==> src/hw/rtl/i2c_ras_pkg.sv <==
// types and codes shared by the i2c register access sequencer
package i2c_ras_pkg;

	typedef struct packed {
		logic [1:0] opcode;
		logic [7:0] reg_index;
		logic [7:0] write_value;
		logic [7:0] read_length;
		logic [7:0] bus_status;
		logic [7:0] bus_data;
	} req_item_t;

	typedef struct packed {
		logic [2:0] bus_action;
		logic [7:0] send_byte;
		logic       read_valid;
		logic [7:0] read_byte;
		logic       done_res;
		logic       failed;
	} rsp_item_t;

	// request opcodes
	localparam logic [1:0] OP_WRITE = 2'd0;
	localparam logic [1:0] OP_READ  = 2'd1;
	localparam logic [1:0] OP_EVENT = 2'd2;

	// bus actions
	localparam logic [2:0] ACT_NONE  = 3'd0;
	localparam logic [2:0] ACT_START = 3'd1;
	localparam logic [2:0] ACT_SEND  = 3'd2;
	localparam logic [2:0] ACT_RACK  = 3'd3;
	localparam logic [2:0] ACT_RNACK = 3'd4;
	localparam logic [2:0] ACT_STOP  = 3'd5;

	// bus controller status codes
	localparam logic [7:0] ST_START    = 8'h08;
	localparam logic [7:0] ST_RESTART  = 8'h10;
	localparam logic [7:0] ST_ADDRW_OK = 8'h18;
	localparam logic [7:0] ST_DATA_OK  = 8'h28;
	localparam logic [7:0] ST_ADDRR_OK = 8'h40;

	localparam logic [6:0] DEV_ADDR_RESET = 7'h68;

	// apb register map
	localparam int          PADDR_W    = 3;
	localparam logic        REG_DEVICE = 1'b0;

endpackage

==> src/hw/rtl/i2c_ras_cfg.sv <==
// apb configuration register: device address
module i2c_ras_cfg
	import i2c_ras_pkg::*;
(
	input  logic               clk,
	input  logic               arst_n,
	input  logic               psel,
	input  logic               penable,
	input  logic               pwrite,
	input  logic [PADDR_W-1:0] paddr,
	input  logic [31:0]        pwdata,
	output logic [31:0]        prdata,
	output logic               pready,
	output logic [6:0]         dev_addr
);

	logic [6:0] dev_addr_q;
	logic       wr_en;
	logic       sel_dev;

	assign pready  = 1'b1;
	// word index is the upper address bit, byte offset ignored
	assign sel_dev = (paddr[PADDR_W-1] == REG_DEVICE);
	assign wr_en   = psel & penable & pwrite & pready & sel_dev;

	always_ff @(posedge clk or negedge arst_n) begin
		if (!arst_n) begin
			dev_addr_q <= DEV_ADDR_RESET;
		end else if (wr_en) begin
			dev_addr_q <= pwdata[6:0];
		end
	end

	assign prdata   = sel_dev ? {25'd0, dev_addr_q} : 32'd0;
	assign dev_addr = dev_addr_q;

endmodule

==> src/hw/rtl/i2c_ras_seq.sv <==
// transaction state and next bus action for one item
module i2c_ras_seq
	import i2c_ras_pkg::*;
(
	input  logic      clk,
	input  logic      arst_n,
	input  logic      step,
	input  req_item_t item,
	input  logic [6:0] dev_addr,
	output rsp_item_t rsp
);

	localparam logic [2:0] PH_IDLE    = 3'd0;
	localparam logic [2:0] PH_START1  = 3'd1;
	localparam logic [2:0] PH_ADDRW   = 3'd2;
	localparam logic [2:0] PH_REG     = 3'd3;
	localparam logic [2:0] PH_VALUE   = 3'd4;
	localparam logic [2:0] PH_RESTART = 3'd5;
	localparam logic [2:0] PH_ADDRR   = 3'd6;
	localparam logic [2:0] PH_READ    = 3'd7;

	logic [2:0] phase_q, phase_d;
	logic       is_read_q, is_read_d;
	logic [7:0] saved_reg_q, saved_reg_d;
	logic [7:0] saved_val_q, saved_val_d;
	logic [7:0] bytes_left_q, bytes_left_d;

	logic       start_ok;
	logic       send_ok;
	logic [7:0] addr_w;
	logic [7:0] left_dec;

	assign start_ok = (item.bus_status == ST_START) || (item.bus_status == ST_RESTART);
	assign send_ok  = (item.bus_status == ST_ADDRW_OK) || (item.bus_status == ST_DATA_OK)
		|| (item.bus_status == ST_ADDRR_OK);
	assign addr_w   = {dev_addr, 1'b0};
	assign left_dec = (bytes_left_q != 8'd0) ? bytes_left_q - 8'd1 : 8'd0;

	always_comb begin
		rsp          = '0;
		phase_d      = phase_q;
		is_read_d    = is_read_q;
		saved_reg_d  = saved_reg_q;
		saved_val_d  = saved_val_q;
		bytes_left_d = bytes_left_q;
		// unused opcode falls through both branches and leaves everything as is
		if (item.opcode == OP_WRITE || item.opcode == OP_READ) begin
			if (phase_q == PH_IDLE) begin
				is_read_d      = (item.opcode == OP_READ);
				saved_reg_d    = item.reg_index;
				saved_val_d    = item.write_value;
				bytes_left_d   = item.read_length;
				phase_d        = PH_START1;
				rsp.bus_action = ACT_START;
			end
		end else if (item.opcode == OP_EVENT) begin
			unique case (phase_q)
				PH_IDLE: begin
				end
				PH_START1: begin
					if (start_ok) begin
						rsp.bus_action = ACT_SEND;
						rsp.send_byte  = addr_w;
						phase_d        = PH_ADDRW;
					end else begin
						// failed first start ends without a stop
						rsp.done_res = 1'b1;
						rsp.failed   = 1'b1;
						phase_d      = PH_IDLE;
					end
				end
				PH_ADDRW: begin
					if (send_ok) begin
						rsp.bus_action = ACT_SEND;
						rsp.send_byte  = saved_reg_q;
						phase_d        = PH_REG;
					end else begin
						rsp.bus_action = ACT_STOP;
						rsp.done_res   = 1'b1;
						rsp.failed     = 1'b1;
						phase_d        = PH_IDLE;
					end
				end
				PH_REG: begin
					if (!send_ok) begin
						rsp.bus_action = ACT_STOP;
						rsp.done_res   = 1'b1;
						rsp.failed     = 1'b1;
						phase_d        = PH_IDLE;
					end else if (is_read_q) begin
						rsp.bus_action = ACT_START;
						phase_d        = PH_RESTART;
					end else begin
						rsp.bus_action = ACT_SEND;
						rsp.send_byte  = saved_val_q;
						phase_d        = PH_VALUE;
					end
				end
				PH_VALUE: begin
					rsp.bus_action = ACT_STOP;
					rsp.done_res   = 1'b1;
					rsp.failed     = !send_ok;
					phase_d        = PH_IDLE;
				end
				PH_RESTART: begin
					if (start_ok) begin
						rsp.bus_action = ACT_SEND;
						rsp.send_byte  = {dev_addr, 1'b1};
						phase_d        = PH_ADDRR;
					end else begin
						rsp.bus_action = ACT_STOP;
						rsp.done_res   = 1'b1;
						rsp.failed     = 1'b1;
						phase_d        = PH_IDLE;
					end
				end
				PH_ADDRR: begin
					if (!send_ok || bytes_left_q == 8'd0) begin
						rsp.bus_action = ACT_STOP;
						rsp.done_res   = 1'b1;
						rsp.failed     = !send_ok;
						phase_d        = PH_IDLE;
					end else begin
						rsp.bus_action = (bytes_left_q > 8'd1) ? ACT_RACK : ACT_RNACK;
						phase_d        = PH_READ;
					end
				end
				PH_READ: begin
					rsp.read_valid = 1'b1;
					rsp.read_byte  = item.bus_data;
					bytes_left_d   = left_dec;
					if (left_dec == 8'd0) begin
						rsp.bus_action = ACT_STOP;
						rsp.done_res   = 1'b1;
						phase_d        = PH_IDLE;
					end else begin
						rsp.bus_action = (left_dec > 8'd1) ? ACT_RACK : ACT_RNACK;
						phase_d        = PH_READ;
					end
				end
			endcase
		end
	end

	always_ff @(posedge clk or negedge arst_n) begin
		if (!arst_n) begin
			phase_q      <= PH_IDLE;
			is_read_q    <= 1'b0;
			saved_reg_q  <= 8'd0;
			saved_val_q  <= 8'd0;
			bytes_left_q <= 8'd0;
		end else if (step) begin
			phase_q      <= phase_d;
			is_read_q    <= is_read_d;
			saved_reg_q  <= saved_reg_d;
			saved_val_q  <= saved_val_d;
			bytes_left_q <= bytes_left_d;
		end
	end

endmodule

==> src/hw/rtl/i2c_register_access_sequencer.sv <==
// i2c register access sequencer: top level
//
// req channel (valid/ready) carries write requests, read requests and bus
// completion events; rsp channel (valid/ready) returns one item per request
// or event: the next bus action, the byte to send, a received byte, and
// done/failed flags when a transaction ends. Items that do not apply (request
// while busy, event while idle, unused opcode) return an all-zero item.
// An accepted item is held in an input register; when the output register is
// free or drains, the sequencer logic turns it into a result in the output
// register and updates its state.
// Throughput: one item per cycle while rsp_ready keeps the output draining.
// If rsp_ready is low, the output register holds its item and one more item
// waits in the input register; req_ready drops only when both are full.
// Reset clears both pipeline valids and the transaction state to idle and
// sets the device address to 0x68. The apb port writes the device address
// at byte address 0; it is meant to be written while the block is idle.
module i2c_register_access_sequencer
	import i2c_ras_pkg::*;
(
	input  logic               clk,
	input  logic               arst_n,
	input  logic               req_valid,
	output logic               req_ready,
	input  req_item_t          req,
	output logic               rsp_valid,
	input  logic               rsp_ready,
	output rsp_item_t          rsp,
	input  logic               psel,
	input  logic               penable,
	input  logic               pwrite,
	input  logic [PADDR_W-1:0] paddr,
	input  logic [31:0]        pwdata,
	output logic [31:0]        prdata,
	output logic               pready
);

	logic       valid_s1;
	req_item_t  item_s1;
	logic       valid_s2;
	rsp_item_t  item_s2;
	rsp_item_t  rsp_d;
	logic       advance;
	logic [6:0] dev_addr;

	// s1 moves into the output register when that register is free or drains
	assign advance   = valid_s1 && (!valid_s2 || rsp_ready);
	assign req_ready = !valid_s1 || advance;

	i2c_ras_cfg u_cfg (
		.clk      (clk),
		.arst_n   (arst_n),
		.psel     (psel),
		.penable  (penable),
		.pwrite   (pwrite),
		.paddr    (paddr),
		.pwdata   (pwdata),
		.prdata   (prdata),
		.pready   (pready),
		.dev_addr (dev_addr)
	);

	i2c_ras_seq u_seq (
		.clk      (clk),
		.arst_n   (arst_n),
		.step     (advance),
		.item     (item_s1),
		.dev_addr (dev_addr),
		.rsp      (rsp_d)
	);

	always_ff @(posedge clk or negedge arst_n) begin
		if (!arst_n) begin
			valid_s1 <= 1'b0;
		end else if (req_ready) begin
			valid_s1 <= req_valid;
		end
	end

	always_ff @(posedge clk) begin
		if (req_valid && req_ready) begin
			item_s1 <= req;
		end
	end

	always_ff @(posedge clk or negedge arst_n) begin
		if (!arst_n) begin
			valid_s2 <= 1'b0;
		end else if (advance) begin
			valid_s2 <= 1'b1;
		end else if (rsp_ready) begin
			valid_s2 <= 1'b0;
		end
	end

	always_ff @(posedge clk) begin
		if (advance) begin
			item_s2 <= rsp_d;
		end
	end

	assign rsp_valid = valid_s2;
	assign rsp       = item_s2;

	a_fail_ends : assert property (@(posedge clk) disable iff (!arst_n)
		rsp_valid && rsp.failed |-> rsp.done_res)
		else $error("failed result without done");

	a_read_action : assert property (@(posedge clk) disable iff (!arst_n)
		rsp_valid && rsp.read_valid |->
			(rsp.bus_action == ACT_RACK || rsp.bus_action == ACT_RNACK
			|| rsp.bus_action == ACT_STOP))
		else $error("received byte with wrong bus action");

	a_ready_stall : assert property (@(posedge clk) disable iff (!arst_n)
		!req_ready |-> (valid_s1 && valid_s2 && !rsp_ready))
		else $error("req_ready low without a full stall");

	a_advance_out : assert property (@(posedge clk) disable iff (!arst_n)
		advance |=> rsp_valid)
		else $error("processed item did not reach the output");

endmodule

==> config.mk <==
export PLATFORM = sky130hd
export DESIGN_NAME = i2c_register_access_sequencer
export DESIGN_NICKNAME = d
export VERILOG_FILES = /design/src/hw/rtl/i2c_ras_pkg.sv /design/src/hw/rtl/i2c_ras_cfg.sv /design/src/hw/rtl/i2c_ras_seq.sv /design/src/hw/rtl/i2c_register_access_sequencer.sv
export SDC_FILE = /design/constraint.sdc
export NUM_CORES = 1
export LEC_CHECK = 0
export ABC_AREA = 1
export BUFFER_PORTS_ARGS = -buffer_cell sky130_fd_sc_hd__buf_2
export CELL_PAD_IN_SITES_DETAIL_PLACEMENT = 1
export CELL_PAD_IN_SITES_GLOBAL_PLACEMENT = 1
export CORE_MARGIN = 5
export CORE_UTILIZATION = 40
export CTS_BUF_LIST = sky130_fd_sc_hd__clkbuf_8
export CTS_CLUSTER_DIAMETER = 120
export CTS_CLUSTER_SIZE = 28
export DETAILED_ROUTE_END_ITERATION = 7
export PLACE_DENSITY_LB_ADDON = 0.1
export SLEW_MARGIN = 20
export SYNTH_ARGS = -nofsm -noshare
export SYNTH_HDL_FRONTEND = slang
export SYNTH_SLANG_ARGS = --single-unit
==> constraint.sdc <==
create_clock -name clk -period 2.2 [get_ports clk]
set_clock_uncertainty 0.15 [all_clocks]
set_input_delay 0 -clock clk [delete_from_list [all_inputs] [get_ports clk]]
set_output_delay 0 -clock clk [all_outputs]
set_load 0.005 [all_outputs]
==> reports/qor.txt <==
Status: finished, final reports clean
Max-slew headroom: 0.395
Initial Util: 0.403
Port buffer count: 87
Drt drc: 0
Initial antenna violation count: 0
Reg clk slew, reported paths: 0.10 ns
I/O pin cnt: 141
WL final: 11.6 mm
DP Cell Count: 715
Hold path endpoint: u_cfg.dev_addr[5]
Crit path time final: 2.13 ns
Fin cells: 794
Die Y: 119 um
Cell Int Power: 3.57 mW
Routed vias: 3,682
Switching share of total power: 0.349
Inserted Clock Buffers: 9
Sequential Power Share: 0.481
Max-slew violation count: 0
Clock power share: 0.211
Final Setup Violations: 0
Final Wtd Congestion: 0.858
Post-synth EDFFs: 64
Placed inst area: 0.00534 mm^2
Net Sw Power: 1.91 mW
Worst min path class: input port to register
Post-Layout Inst Area: 0.00617 mm^2
Cells after Synth: 478
Routed WL per cell: 14.6 um
DIE AREA: 0.0142 mm^2
Die width: 119 um
Crit path arrival time: 2.12 ns
Hold Crit Depth: 3
Final Hold Viols: 0
CTS tree: yes
Worst-skew pair later-pin latency: 0.38 ns
Fill cell count: 1,378
WS Path Type: register to register
Peak VDD IR: 636 uV
Most frequent cells in the layout: buf_2 (87), nand2_1 (70), inv_1 (69)
Actual slew at the worst max-slew pin: 0.908 ns
Avg Cell Area, Syn: 9.99 um^2
Largest net degree at the start of global routing: 38
Worst EP required: 2.19 ns
Final Cycle Share: 0.968
Iter 0 DRT Violations: 141
Post-synth cell types: 36
R2R Setup Slk: 0.07 ns
Core Util, Final: 0.520
Setup TNS: 0 ns
Logic gate share of total power: 0.309
Layout cells sized above 1: 0.270
Ys Warns: 0
Hold_sp: pwrite
RR Endpoint: rsp[20]
Layout area overhead: 29.1%
P per Cell Area: 888 mW/mm^2
First-pass GRT wire length: 18.6 mm
DR vias/cell: 4.64
Max-Cap Viols: 0
Root Driver: clkbuf_8
GR Util All Layers: 0.165
Clock sink total: 101
Ant diodes: 0
CP Capture Type: register
H-tree levels: 3
Final antenna-violating net count: 0
Sequential-to-total area share from yosys stat: 0.597
Synth Flop Type: edfxtp_1
Worst hold margin: 0.0503 ns
Reg2Reg Launch Point: u_seq.bytes_left_q[1]
Worst r2r path cells: 11
Clk buf depth: 2
Nets@finish: 730
Critical path startpoint category: register
Synthesized flop and latch total: 101
DRT Pass-1 Iters: 4
Total congestion overflow: 0
Row count: 40
Worst-path fanout max: 5
Area of the mapped netlist: 0.00478 mm^2
F_max: 470 MHz
Leakage: 2.89 nW
Async S/R FF share, synth: 0.366
Dpl hpwl: 8.41 mm
Most common cell after layout, fill and taps aside: buf_2
Vias in the first global route: 3,787
Core region area: 0.0119 mm^2
[power groups by stage]
| stage | clock network [mW] | registers (mW) | logic, mW |
|---|---|---|---|
| after global routing | 1.29 | 2.67 | 1.91 |
| after detailed placement | 0 | 2.68 | 1.48 |
| after global placement | 0 | 2.66 | 1.44 |
| final | 1.15 | 2.63 | 1.69 |
| after CTS | 1.20 | 2.64 | 1.57 |
| after floorplan | 0 | 2.63 | 1.05 |
[critical path, cell delays in order, from the launching register on]
cell	delay, ns
dfrtp_1	0.42
inv_2	0.12
ha_2	0.22
nand4_1	0.20
buf_4	0.21
buf_4	0.13
nand2_1	0.08
nor2_1	0.05
nand2_1	0.06
nand2_1	0.05
nor2_1	0.12
a21oi_1	0.08
[per-layer routing]
layer | vias up | wire length [um] | global-route usage
li1 | 1831 | - | -
met2 | 74 | 6190 | 0.301
met1 | 1771 | 4830 | 0.192
met4 | 0 | 57 | 0.0319
met3 | 6 | 527 | 0.0484
met5 | - | 0 | 0
[state kept, by name (all words and copies together) (netlist names)]
name,cells
u_seq.bytes_left_q,8
u_seq.is_read_q,1
valid_s1,1
rsp_valid,1
u_seq.phase_q,3
u_cfg.dev_addr,7
item_s1,42
rsp,22
u_seq.saved_reg_q,8
u_seq.saved_val_q,8
[logic make-up after synthesis]
| kind of cell | after synthesis | synth area share |
|---|---|---|
| compound gates | 69 | 0.0883 |
| xor+xnor | 1 | 0.00183 |
| fa+ha+maj | 4 | 0.0105 |
| buf+inv | 112 | 0.114 |
| flops | 101 | 0.597 |
| mux | 4 | 0.00943 |
| other cells | 2 | 0.00157 |
| simple gates | 185 | 0.178 |
[what timing repair did]
| action | 4_1_cts | 5_1_grt |
|---|---|---|
| buffers inserted | 0 | 9 |
| pin swaps | 0 | 4 |
| resized for setup | 2 | 8 |
| gates cloned | 0 | 0 |
| endpoints found under the hold margin | 85 | 0 |
| endpoints found under the setup margin | 2 | 8 |
| hold buffers | 54 | 0 |
[Yosys cell counts (2+ instances only)]
cell type	n	area, um^2
a21oi_1	13	65.1
buf_2	3	15.0
buf_4	28	210
buf_6	2	22.5
clkbuf_1	3	11.3
conb_1	2	7.51
dfrtp_1	34	851
dfstp_2	3	78.8
edfxtp_1	64	1920
ha_1	4	50.1
inv_1	72	270
inv_2	4	15.0
mux2_2	4	45.0
nand2_1	70	263
nand2_2	9	56.3
nand3_1	19	95.1
nand3_2	2	20.0
nand4_1	5	31.3
nor2_1	63	236
nor2_2	6	37.5
nor2_4	5	56.3
nor3_1	3	15.0
o211ai_1	5	37.5
o21ai_0	28	140
o21ai_1	5	25.0
o21ai_2	2	17.5
o22ai_1	10	62.6
o22ai_2	2	25.0
[cell type report]
type / count / area [um^2] / area share
clock inverters: 7 / 68.8 / 0.0112
flip-flops and latches: 101 / 2850 / 0.462
clock buffers: 9 / 124 / 0.0201
repair buffers: 165 / 1160 / 0.187
well taps: 147 / 184 / 0.0298
multi-input cells: 289 / 1500 / 0.243
inverters: 76 / 285 / 0.0462
[worst max-delay path by stage]
stage                                from         end  slack, ns  depth (start not counted)
floorplan                       rsp_valid  item_s1[0]       0.22                          3
global placement    u_seq.bytes_left_q[1]     rsp[19]       0.06                         11
detailed placement  u_seq.bytes_left_q[1]      rsp[1]     -0.006                         13
CTS                 u_seq.bytes_left_q[0]      rsp[1]       0.01                         13
global route        u_seq.bytes_left_q[1]     rsp[19]      -0.07                         11
finish              u_seq.bytes_left_q[1]     rsp[20]       0.07                         11
[through the flow]
step                      setup slack, ns  power, mW
after floorplan                     0.220       3.67
after global placement             0.0638       4.10
after detailed placement         -0.00579       4.16
after CTS                          0.0122       5.42
after global routing              -0.0711       5.87
final                              0.0710       5.48
Note: power is estimated with default switching activity, not from simulation.
